**config.mk**
```make
export PLATFORM = sky130hd
export DESIGN_NAME = lpht_ram
export DESIGN_NICKNAME = d
export VERILOG_FILES = /design/src/rtl/lpht_ram.sv
export SDC_FILE = /design/constraint.sdc
export NUM_CORES = 1
export LEC_CHECK = 0
export BUFFER_PORTS_ARGS = -buffer_cell sky130_fd_sc_hd__buf_2
export CORE_ASPECT_RATIO = 0.7
export CORE_MARGIN = 1.5
export CORE_UTILIZATION = 54
export CTS_CLUSTER_DIAMETER = 200
export DETAILED_ROUTE_END_ITERATION = 16
export GPL_TIMING_DRIVEN = 0
export HOLD_SLACK_MARGIN = 0.15
export PLACE_DENSITY = 0.74
export REMOVE_ABC_BUFFERS = 1
export SYNTH_ARGS = -nofsm -noshare
export SYNTH_HDL_FRONTEND = slang
export SYNTH_SLANG_ARGS = --single-unit
```
**constraint.sdc**
```tcl
create_clock -name clk -period 1.9 [get_ports clk]
set_input_delay 0.38 -clock clk [delete_from_list [all_inputs] [get_ports clk]]
set_output_delay 0.38 -clock clk [all_outputs]
set_load 0.02 [all_outputs]
```
**src/rtl/lpht_ram.sv**
```systemverilog
// ----------------------------------------------------------------------------
// lpht_ram
// Generic simple dual-port RAM with one write port and a registered read.
// ----------------------------------------------------------------------------
module lpht_ram #(
    parameter int WIDTH = 8,
    parameter int DEPTH = 16
) (
    input  logic                     clk,
    input  logic                     we,
    input  logic [$clog2(DEPTH)-1:0] waddr,
    input  logic [WIDTH-1:0]         wdata,
    input  logic [$clog2(DEPTH)-1:0] raddr,
    output logic [WIDTH-1:0]         rdata
);

    logic [WIDTH-1:0] mem [DEPTH];

    always_ff @(posedge clk)
    begin
        if (we)
        begin
            mem[waddr] <= wdata;
        end
        rdata <= mem[raddr];
    end

endmodule

```
* Word-level counts from Yosys, hierarchy flattened
Memory sizes are Yosys's and may differ from the RTL's. A register that Yosys moved wholly into a read port is not among the register bits. Index checks and enable logic that the tools add are counted.
Word-level totals: flip-flop bits (word level) 0, bits in latches 0, bits in writable memories 128, bits in read-only memories 0, word-level logic and storage cells 3, memories 1
Operators by class: $add $sub $neg 0, multipliers 0, div/mod/pow operators 0, $lt $le $gt $ge 0, equality and inequality tests 0, shift-type cells 0, multiplexer cells 2, bitwise operators 0, reductions and logical operators 0
Memories:
- mem | depth 16, width 8, read ports 1, clocked after memory_dff 1, write ports 1, line 17 | logic [WIDTH-1:0] mem [DEPTH];
Operator list (number):
- $mux 1 | 2

* Depth between registers and ports, before layout
Gate-level depths: netlist (run 1).
depth after elaboration 2, gate-level depth with buffers 5, gate-level depth less buffers 3

* Worst setup path after synthesis (run 1)
Ideal clock, no wire load.
path kind input-to-reg, start point input waddr[2], end point memory mem[0][0] (enable), library setup time 0.383 ns, arrival 1.490 ns, required time 1.517 ns, path slack 0.027 ns, stages 2, buffers on the path 0, path through or3b_2 nor3_1
RTL lines:
- start: declaration | line 11 | input logic [$clog2(DEPTH)-1:0] waddr,
- end: declaration | line 17
Straight into the memory's write port.

* Final worst setup path (run 1)
start point input waddr[2], end point memory mem[1][0] (enable)
Straight into the memory's write port.

==> flow_summary.html, run 1 <==
<table>
<tr><th>Metric</th><th>Value</th></tr>
<tr><th colspan="2">Global routing</th></tr>
<tr><td>Number of antenna violations at the first check in global routing</td><td>0</td></tr>
<tr><td>Total track usage</td><td>0.208</td></tr>
<tr><td>Aggregate global routing overflow</td><td>0</td></tr>
<tr><td>Vias in the first global route</td><td>2,461</td></tr>
<tr><td>First-pass GRT wire length</td><td>14.4 mm</td></tr>
<tr><td>Pin count of the biggest net entering global routing</td><td>33</td></tr>
<tr><th colspan="2">Timing</th></tr>
<tr><td>Final setup violating endpoints</td><td>0</td></tr>
<tr><td>Tightest hold margin</td><td>0.355 ns</td></tr>
<tr><td>Tmin final</td><td>1.69 ns</td></tr>
<tr><td>Fmax</td><td>591 MHz</td></tr>
<tr><td>Share of the clock period used by the worst path</td><td>0.891</td></tr>
<tr><td>Worst rel slew slack</td><td>0.367</td></tr>
<tr><td>Number of max-slew violations in the final report</td><td>0</td></tr>
<tr><td>Final hold violation count</td><td>0</td></tr>
<tr><td>Skew final</td><td>0.00781 ns</td></tr>
<tr><td>Unrepaired setup endpoints after global routing</td><td>no</td></tr>
<tr><td>Slew at the pin with the worst max-slew slack</td><td>0.946 ns</td></tr>
<tr><th colspan="2">Status</th></tr>
<tr><td>Run status</td><td>complete, no violations</td></tr>
<tr><th colspan="2">Place</th></tr>
<tr><td>Number of port buffers</td><td>25</td></tr>
<tr><td>Final Wtd Congestion</td><td>0.716</td></tr>
<tr><td>Final HPWL DP</td><td>5.58 mm</td></tr>
<tr><td>Total placed instance area</td><td>0.00536 sq mm</td></tr>
<tr><th colspan="2">Die</th></tr>
<tr><td>DIE AREA</td><td>0.0101 sq mm</td></tr>
<tr><td>Total I/O pin count</td><td>26</td></tr>
<tr><td>Die X</td><td>120 um</td></tr>
<tr><td>Core region area</td><td>0.00914 sq mm</td></tr>
<tr><td>Starting density of the core</td><td>0.563</td></tr>
<tr><td>Core Rows</td><td>29</td></tr>
<tr><td>Vertical die dimension</td><td>84.7 um</td></tr>
<tr><th colspan="2">Worst setup path</th></tr>
<tr><td>Maximum net fanout on the critical path</td><td>8</td></tr>
<tr><td>Critical path arrival</td><td>1.72 ns</td></tr>
<tr><td>Worst Setup Start Kind</td><td>input pin</td></tr>
<tr><td>Longest individual stage delay on the worst path</td><td>0.70 ns</td></tr>
<tr><td>Worst EP required</td><td>1.93 ns</td></tr>
<tr><td>Critical-path top delay cell</td><td>sky130_fd_sc_hd__nor2_1</td></tr>
<tr><td>Path type of the worst setup path</td><td>in2reg</td></tr>
<tr><td>Nature of the critical path endpoint</td><td>register</td></tr>
<tr><td>Worst path cell trace</td><td>buf_2 -&gt; or3b_2 -&gt; nor2_1</td></tr>
<tr><td>Minimum setup slack among reg-to-reg paths</td><td>0.50 ns</td></tr>
<tr><th colspan="2">Cells and area</th></tr>
<tr><td>Seq. cell area</td><td>0.00400 sq mm</td></tr>
<tr><td>Diodes inserted</td><td>0</td></tr>
<tr><td>Number of nets in the layout</td><td>281</td></tr>
<tr><td>Most frequent cells in the layout</td><td>sky130_fd_sc_hd__edfxtp_1, sky130_fd_sc_hd__buf_2, sky130_fd_sc_hd__mux4_2, sky130_fd_sc_hd__clkbuf_16, sky130_fd_sc_hd__a22oi_1</td></tr>
<tr><td>Most common cell after layout, fill and taps aside</td><td>sky130_fd_sc_hd__edfxtp_1</td></tr>
<tr><td>Fraction of layout cells with a size suffix above 1</td><td>0.272</td></tr>
<tr><td>Area of combinational cells with multiple inputs</td><td>0.00108 sq mm</td></tr>
<tr><td>Layout filler cell count</td><td>618</td></tr>
<tr><td>Area growth from synthesis to final layout</td><td>15.4%</td></tr>
<tr><td>Total non-filler cell area in the finished layout</td><td>0.00594 sq mm</td></tr>
<tr><th colspan="2">Clocking</th></tr>
<tr><td>TritonCTS clock tree</td><td>yes</td></tr>
<tr><td>Clock Sinks</td><td>136</td></tr>
<tr><td>Post-CTS Resized</td><td>1</td></tr>
<tr><td>Buffers inserted by post-CTS timing repair</td><td>0</td></tr>
<tr><td>Maximum count of clock buffers along a single path</td><td>2</td></tr>
<tr><td>Deepest level of the CTS H-tree</td><td>4</td></tr>
<tr><td>Hold-fix buffers at CTS</td><td>0</td></tr>
<tr><td>Root buffer selected by CTS</td><td>sky130_fd_sc_hd__clkbuf_16</td></tr>
<tr><td>Skew-Pair Late Insertion Delay</td><td>0.41 ns</td></tr>
<tr><td>Number of CTS-inserted buffers</td><td>17</td></tr>
<tr><td>Clock edge transition at the registers on the reported setup and hold paths</td><td>0.05 ns</td></tr>
<tr><th colspan="2">Drt</th></tr>
<tr><td>First-iteration detailed-routing DRC count</td><td>348</td></tr>
<tr><td>Total routed wirelength</td><td>9.63 mm</td></tr>
<tr><td>Average via count per standard cell</td><td>5.96</td></tr>
<tr><td>Vias after detailed routing</td><td>2,384</td></tr>
<tr><td>Antenna violation net count after detailed routing</td><td>0</td></tr>
<tr><td>First drt pass iteration count</td><td>5</td></tr>
<tr><td>Average detailed-routed wire length per instance</td><td>24.1 um</td></tr>
<tr><td>DRC viols</td><td>0</td></tr>
<tr><th colspan="2">Flow run</th></tr>
<tr><td>Maximum Capacitance Violations</td><td>0</td></tr>
<tr><th colspan="2">Power</th></tr>
<tr><td>Peak VDD IR</td><td>1270 uV</td></tr>
<tr><td>P per Cell Area</td><td>1150 mW/mm^2</td></tr>
<tr><td>Static Leak</td><td>1.98 nW</td></tr>
<tr><th colspan="2">Synth</th></tr>
<tr><td>Fraction of the yosys area taken by sequential cells</td><td>0.778</td></tr>
<tr><td>Yosys reg bits</td><td>136</td></tr>
<tr><td>Number of warning messages in the yosys log</td><td>0</td></tr>
<tr><td>Mapped Avg Cell Area</td><td>22.5 sq um</td></tr>
<tr><td>Count of distinct cell types in the synthesized netlist</td><td>19</td></tr>
<tr><td>Top cells by area in the synthesized netlist</td><td>sky130_fd_sc_hd__edfxtp_1, sky130_fd_sc_hd__mux4_2, sky130_fd_sc_hd__mux4_1, sky130_fd_sc_hd__dfxtp_1, sky130_fd_sc_hd__a22oi_1</td></tr>
<tr><td>Syn Inst Count</td><td>229</td></tr>
<tr><td>Largest area contributor in the synthesized netlist</td><td>sky130_fd_sc_hd__edfxtp_1</td></tr>
<tr><td>Portion of synthesized cell area occupied by the leading cell type</td><td>0.747</td></tr>
<tr><td>Post-synthesis instance area</td><td>0.00515 sq mm</td></tr>
<tr><th colspan="2">Worst hold path</th></tr>
<tr><td>Type of the worst min-delay path</td><td>in2reg</td></tr>
</table>
[final cells by class]
class / count / share of cell area
flip-flops and latches: 136 / 0.674
multi-input cells: 83 / 0.181
clock buffers: 23 / 0.0805
well taps: 124 / 0.0261
repair buffers: 25 / 0.0215
clock inverters: 9 / 0.0164
[worst max-delay path: cells and delay by family]
kind	cells	cell delay [ns]
simple gates	2	1.22
buf+inv	1	0.12
[Yosys cell counts]
cell type,instances
sky130_fd_sc_hd__a22oi_1,16
sky130_fd_sc_hd__and2_1,1
sky130_fd_sc_hd__and2b_1,1
sky130_fd_sc_hd__buf_2,3
sky130_fd_sc_hd__buf_4,1
sky130_fd_sc_hd__buf_6,3
sky130_fd_sc_hd__clkdlybuf4s25_2,3
sky130_fd_sc_hd__dfxtp_1,8
sky130_fd_sc_hd__edfxtp_1,128
sky130_fd_sc_hd__mux4_1,14
sky130_fd_sc_hd__mux4_2,18
sky130_fd_sc_hd__nand2_1,9
sky130_fd_sc_hd__nand2b_1,2
sky130_fd_sc_hd__nand3_1,1
sky130_fd_sc_hd__nand3b_1,2
sky130_fd_sc_hd__nor2_1,13
sky130_fd_sc_hd__nor2b_1,1
sky130_fd_sc_hd__nor3_1,4
sky130_fd_sc_hd__or3b_2,1
[report_power, final]
part	switching [mW]	total, mW	internal (mW)
clock network	1.14	3.16	2.02
registers	0.0165	3.37	3.36
logic	0.194	0.315	0.120
total	1.35	6.85	5.50
[state kept, by name, summed over array words and instances (netlist names)]
register / cells
rdata: 8
mem: 128
[per-stage QoR]
step	instances	setup WS (ns)	TNS (ns)	utilization	power, mW
4_1_cts	400	0.0413	0	0.649	6.88
6_report	400	0.207	0	0.650	6.85
2_1_floorplan	219	0.0271	0	-	3.59
5_1_grt	400	0.160	0	0.650	7.04
3_5_place_dp	368	-0.488	-12.72	0.586	3.75
3_3_place_gp	368	-0.648	-20.89	0.584	3.73
[cells by family after synthesis]
family          share of synthesized area
flops                               0.778
simple gates                       0.0318
mux                                 0.150
compound gates                     0.0233
buf+inv                            0.0168
[path summary, 6_finish.rpt]
path              cells past startpoint                  end                 start
setup / recovery                      3  mem[1][0]$_DFFE_PP_              waddr[2]
hold / removal                        1  mem[3][5]$_DFFE_PP_              wdata[5]
setup reg to reg                      3     rdata[4]$_DFF_P_  mem[15][4]$_DFFE_PP_
hold reg to reg                       3     rdata[1]$_DFF_P_  mem[12][1]$_DFFE_PP_
[layer usage]
metal	up-vias	share of wire	global-route usage
li1	1049	-	-
met1	1230	0.41	0.279
met2	99	0.51	0.332
met3	6	0.079	0.0774
met4	0	0.0063	0.0476
met5	-	0	0
No activity file was read; power rests on OpenSTA's default activity.
==> run 2: changes to the inputs <==
--- a/config.mk
+++ b/config.mk
@@ -8,12 +8,11 @@
 export BUFFER_PORTS_ARGS = -buffer_cell sky130_fd_sc_hd__buf_2
 export CORE_ASPECT_RATIO = 0.7
 export CORE_MARGIN = 1.5
-export CORE_UTILIZATION = 54
+export CORE_UTILIZATION = 45
 export CTS_CLUSTER_DIAMETER = 200
 export DETAILED_ROUTE_END_ITERATION = 16
 export GPL_TIMING_DRIVEN = 0
 export HOLD_SLACK_MARGIN = 0.15
-export PLACE_DENSITY = 0.74
 export REMOVE_ABC_BUFFERS = 1
 export SYNTH_ARGS = -nofsm -noshare
 export SYNTH_HDL_FRONTEND = slang
==> run 2 against run 1 <==
  * Utilization is 11 points lower
  * Fmax rose by 0.27%
  * Critical endpoint is now mem[1][7]$_DFFE_PP_
  * Die area increased by 19%
  * Highest routed layer unchanged
  * Clock power about the same
  * Via count is essentially flat
  * Flip-flop and latch count did not move
==> flow_summary.html, run 2 (synthesized netlist as in run 1, its figures left out) <==
<table>
<tr><th>Metric</th><th>Value</th></tr>
<tr><th colspan="2">Die</th></tr>
<tr><td>Vertical die dimension</td><td>92.5 um (was 84.7 um)</td></tr>
<tr><td>Die X</td><td>131 um (was 120 um)</td></tr>
<tr><td>Starting density of the core</td><td>0.464 (was 0.563)</td></tr>
<tr><td>Core region area</td><td>0.0111 sq mm (was 0.00914 sq mm)</td></tr>
<tr><td>DIE AREA</td><td>0.0121 sq mm (was 0.0101 sq mm)</td></tr>
<tr><td>Core Rows</td><td>32 (was 29)</td></tr>
<tr><td>Total I/O pin count</td><td>26 (unchanged)</td></tr>
<tr><th colspan="2">Power</th></tr>
<tr><td>Clock power share</td><td>0.461 (about the same)</td></tr>
<tr><td>P per Cell Area</td><td>1150 mW/mm^2 (about the same)</td></tr>
<tr><td>Cell internal power dissipation</td><td>5.50 mW (about the same)</td></tr>
<tr><td>Net switching fraction of the power</td><td>0.198 (was 0.197)</td></tr>
<tr><td>Static Leak</td><td>1.98 nW (about the same)</td></tr>
<tr><td>Net switching power</td><td>1.36 mW (was 1.35 mW)</td></tr>
<tr><td>Seq pwr share</td><td>0.492 (was 0.493)</td></tr>
<tr><td>Comb pwr share</td><td>0.047 (was 0.046)</td></tr>
<tr><td>Peak VDD IR</td><td>859 uV (was 1270 uV)</td></tr>
<tr><th colspan="2">Drt</th></tr>
<tr><td>Vias after detailed routing</td><td>2,383 (was 2,384)</td></tr>
<tr><td>DRC viols</td><td>0 (unchanged)</td></tr>
<tr><td>Total routed wirelength</td><td>9.86 mm (was 9.63 mm)</td></tr>
<tr><td>Antenna violation net count after detailed routing</td><td>0 (unchanged)</td></tr>
<tr><td>First drt pass iteration count</td><td>4 (was 5)</td></tr>
<tr><td>First-iteration detailed-routing DRC count</td><td>229 (was 348)</td></tr>
<tr><td>Average via count per standard cell</td><td>5.54 (was 5.96)</td></tr>
<tr><td>Average detailed-routed wire length per instance</td><td>22.9 um (was 24.1 um)</td></tr>
<tr><th colspan="2">Timing</th></tr>
<tr><td>Skew final</td><td>0.00658 ns (was 0.00781 ns)</td></tr>
<tr><td>Unrepaired setup endpoints after global routing</td><td>no (unchanged)</td></tr>
<tr><td>Tmin final</td><td>1.69 ns (about the same)</td></tr>
<tr><td>Final setup violating endpoints</td><td>0 (unchanged)</td></tr>
<tr><td>Number of max-slew violations in the final report</td><td>0 (unchanged)</td></tr>
<tr><td>Sum Neg Setup Slack</td><td>0 ns (unchanged)</td></tr>
<tr><td>Worst rel slew slack</td><td>0.375 (was 0.367)</td></tr>
<tr><td>Share of the clock period used by the worst path</td><td>0.889 (was 0.891)</td></tr>
<tr><td>Slew at the pin with the worst max-slew slack</td><td>0.935 ns (was 0.946 ns)</td></tr>
<tr><td>Fmax</td><td>592 MHz (was 591 MHz)</td></tr>
<tr><td>Final hold violation count</td><td>0 (unchanged)</td></tr>
<tr><th colspan="2">Flow run</th></tr>
<tr><td>Maximum Capacitance Violations</td><td>0 (unchanged)</td></tr>
<tr><th colspan="2">Cells and area</th></tr>
<tr><td>Area growth from synthesis to final layout</td><td>15.9% (was 15.4%)</td></tr>
<tr><td>Most common cell after layout, fill and taps aside</td><td>sky130_fd_sc_hd__edfxtp_1 (unchanged)</td></tr>
<tr><td>Flip-flop count of the largest register after layout</td><td>128 (unchanged)</td></tr>
<tr><td>Fraction of layout cells with a size suffix above 1</td><td>0.264 (was 0.272)</td></tr>
<tr><td>Most frequent cells in the layout</td><td>sky130_fd_sc_hd__edfxtp_1, sky130_fd_sc_hd__buf_2, sky130_fd_sc_hd__mux4_2, sky130_fd_sc_hd__clkbuf_16, sky130_fd_sc_hd__a22oi_1 (unchanged)</td></tr>
<tr><td>Layout filler cell count</td><td>864 (was 618)</td></tr>
<tr><td>Number of nets in the layout</td><td>282 (was 281)</td></tr>
<tr><td>Register with the most flip-flops</td><td>mem (unchanged)</td></tr>
<tr><td>Final Non-Filler Cells</td><td>430 (was 400)</td></tr>
<tr><td>Registers with the most flip-flops</td><td>mem: 128 flops, rdata: 8 flops (unchanged)</td></tr>
<tr><th colspan="2">Worst setup path</th></tr>
<tr><td>Nature of the critical path endpoint</td><td>register (unchanged)</td></tr>
<tr><td>Worst path buffer plus inverter count</td><td>1 (unchanged)</td></tr>
<tr><td>Worst Setup Start Kind</td><td>input pin (unchanged)</td></tr>
<tr><td>Family with the most delay on the worst path</td><td>simple AND/OR/NAND/NOR gates (unchanged)</td></tr>
<tr><td>Critical path arrival</td><td>1.72 ns (about the same)</td></tr>
<tr><td>Maximum net fanout on the critical path</td><td>8 (unchanged)</td></tr>
<tr><td>Worst EP required</td><td>1.93 ns (about the same)</td></tr>
<tr><td>Longest individual stage delay on the worst path</td><td>0.68 ns (was 0.70 ns)</td></tr>
<tr><td>Critical-path top delay cell</td><td>sky130_fd_sc_hd__nor2_1 (unchanged)</td></tr>
<tr><td>Path type of the worst setup path</td><td>in2reg (unchanged)</td></tr>
<tr><td>Worst path cell trace</td><td>buf_2 -&gt; or3b_2 -&gt; nor2_1 (unchanged)</td></tr>
<tr><th colspan="2">Global routing</th></tr>
<tr><td>Vias in the first global route</td><td>2,424 (was 2,461)</td></tr>
<tr><td>Total track usage</td><td>0.181 (was 0.208)</td></tr>
<tr><td>Aggregate global routing overflow</td><td>0 (unchanged)</td></tr>
<tr><td>Pin count of the biggest net entering global routing</td><td>33 (unchanged)</td></tr>
<tr><td>First-pass GRT wire length</td><td>14.7 mm (was 14.4 mm)</td></tr>
<tr><td>Number of antenna violations at the first check in global routing</td><td>1 (was 0)</td></tr>
<tr><th colspan="2">Place</th></tr>
<tr><td>Dpl cells</td><td>397 (was 368)</td></tr>
<tr><td>Final HPWL DP</td><td>5.99 mm (was 5.58 mm)</td></tr>
<tr><td>Final Wtd Congestion</td><td>0.673 (was 0.716)</td></tr>
<tr><td>Number of port buffers</td><td>25 (unchanged)</td></tr>
<tr><th colspan="2">Clocking</th></tr>
<tr><td>Deepest level of the CTS H-tree</td><td>4 (unchanged)</td></tr>
<tr><td>Clock Sinks</td><td>136 (unchanged)</td></tr>
<tr><td>Clock edge transition at the registers on the reported setup and hold paths</td><td>0.05 ns (about the same)</td></tr>
<tr><td>Post-CTS Resized</td><td>2 (was 1)</td></tr>
<tr><td>Number of CTS-inserted buffers</td><td>17 (unchanged)</td></tr>
<tr><td>Maximum count of clock buffers along a single path</td><td>2 (unchanged)</td></tr>
<tr><td>Skew-Pair Late Insertion Delay</td><td>0.41 ns (about the same)</td></tr>
<tr><td>Root buffer selected by CTS</td><td>sky130_fd_sc_hd__clkbuf_16 (unchanged)</td></tr>
<tr><td>Hold-fix buffers at CTS</td><td>0 (unchanged)</td></tr>
<tr><td>Buffers inserted by post-CTS timing repair</td><td>0 (unchanged)</td></tr>
<tr><td>TritonCTS clock tree</td><td>yes (unchanged)</td></tr>
<tr><th colspan="2">Worst hold path</th></tr>
<tr><td>Type of the worst min-delay path</td><td>in2reg (unchanged)</td></tr>
<tr><th colspan="2">Status</th></tr>
<tr><td>Run status</td><td>complete, no violations (unchanged)</td></tr>
</table>
## run 2: per-stage QoR
stage / cell area, sq um / total power, mW / hold slack (ns) / setup slack [ns] / util
after global routing: 5970 / 7.05 / 0.359 / 0.0770 / 0.538
after CTS: 5960 / 6.88 / 0.347 / 0.171 / 0.537
after global placement: 5380 / 3.75 / 0.671 / -0.615 / 0.485
after detailed placement: 5390 / 3.76 / 0.684 / -0.641 / 0.486
after floorplan: 5060 / 3.59 / 0.479 / 0.0271 / -
final: 5970 / 6.85 / 0.358 / 0.211 / 0.538
## run 2: final timing paths
path	start	end	slack, ns	depth (start not counted)
worst max register to register	mem[9][1]$_DFFE_PP_	rdata[1]$_DFF_P_	0.48	3
worst min register to register	mem[7][2]$_DFFE_PP_	rdata[2]$_DFF_P_	0.69	3
worst max-delay path	waddr[2]	mem[1][7]$_DFFE_PP_	0.21	3
worst min-delay path	wdata[5]	mem[5][5]$_DFFE_PP_	0.36	1
## run 2: power groups by stage
stage                     clock network, mW  logic, mW  registers, mW
after floorplan                           0      0.134           3.46
after global placement                    0      0.313           3.43
after detailed placement                  0      0.320           3.44
after CTS                              3.19      0.322           3.37
after global routing                   3.32      0.349           3.38
final                                  3.16      0.320           3.37
## run 2: area by class of cell
class / instances / area, sq um / area share
clock buffers: 18 / 429 / 0.0719
repair buffers: 26 / 133 / 0.0222
flip-flops and latches: 136 / 4000 / 0.671
diodes: 1 / 2.50 / 0.000419
well taps: 153 / 191 / 0.0321
multi-input cells: 83 / 1070 / 0.180
clock inverters: 13 / 136 / 0.0229
## run 2: layer usage
layer	track usage	wire length, um	vias up	share of wire
met5	0	0	-	0
met4	0.0586	100	0	0.010
met3	0.0531	705	11	0.072
met2	0.257	4390	88	0.45
met1	0.271	4660	1236	0.47
li1	-	-	1048	-
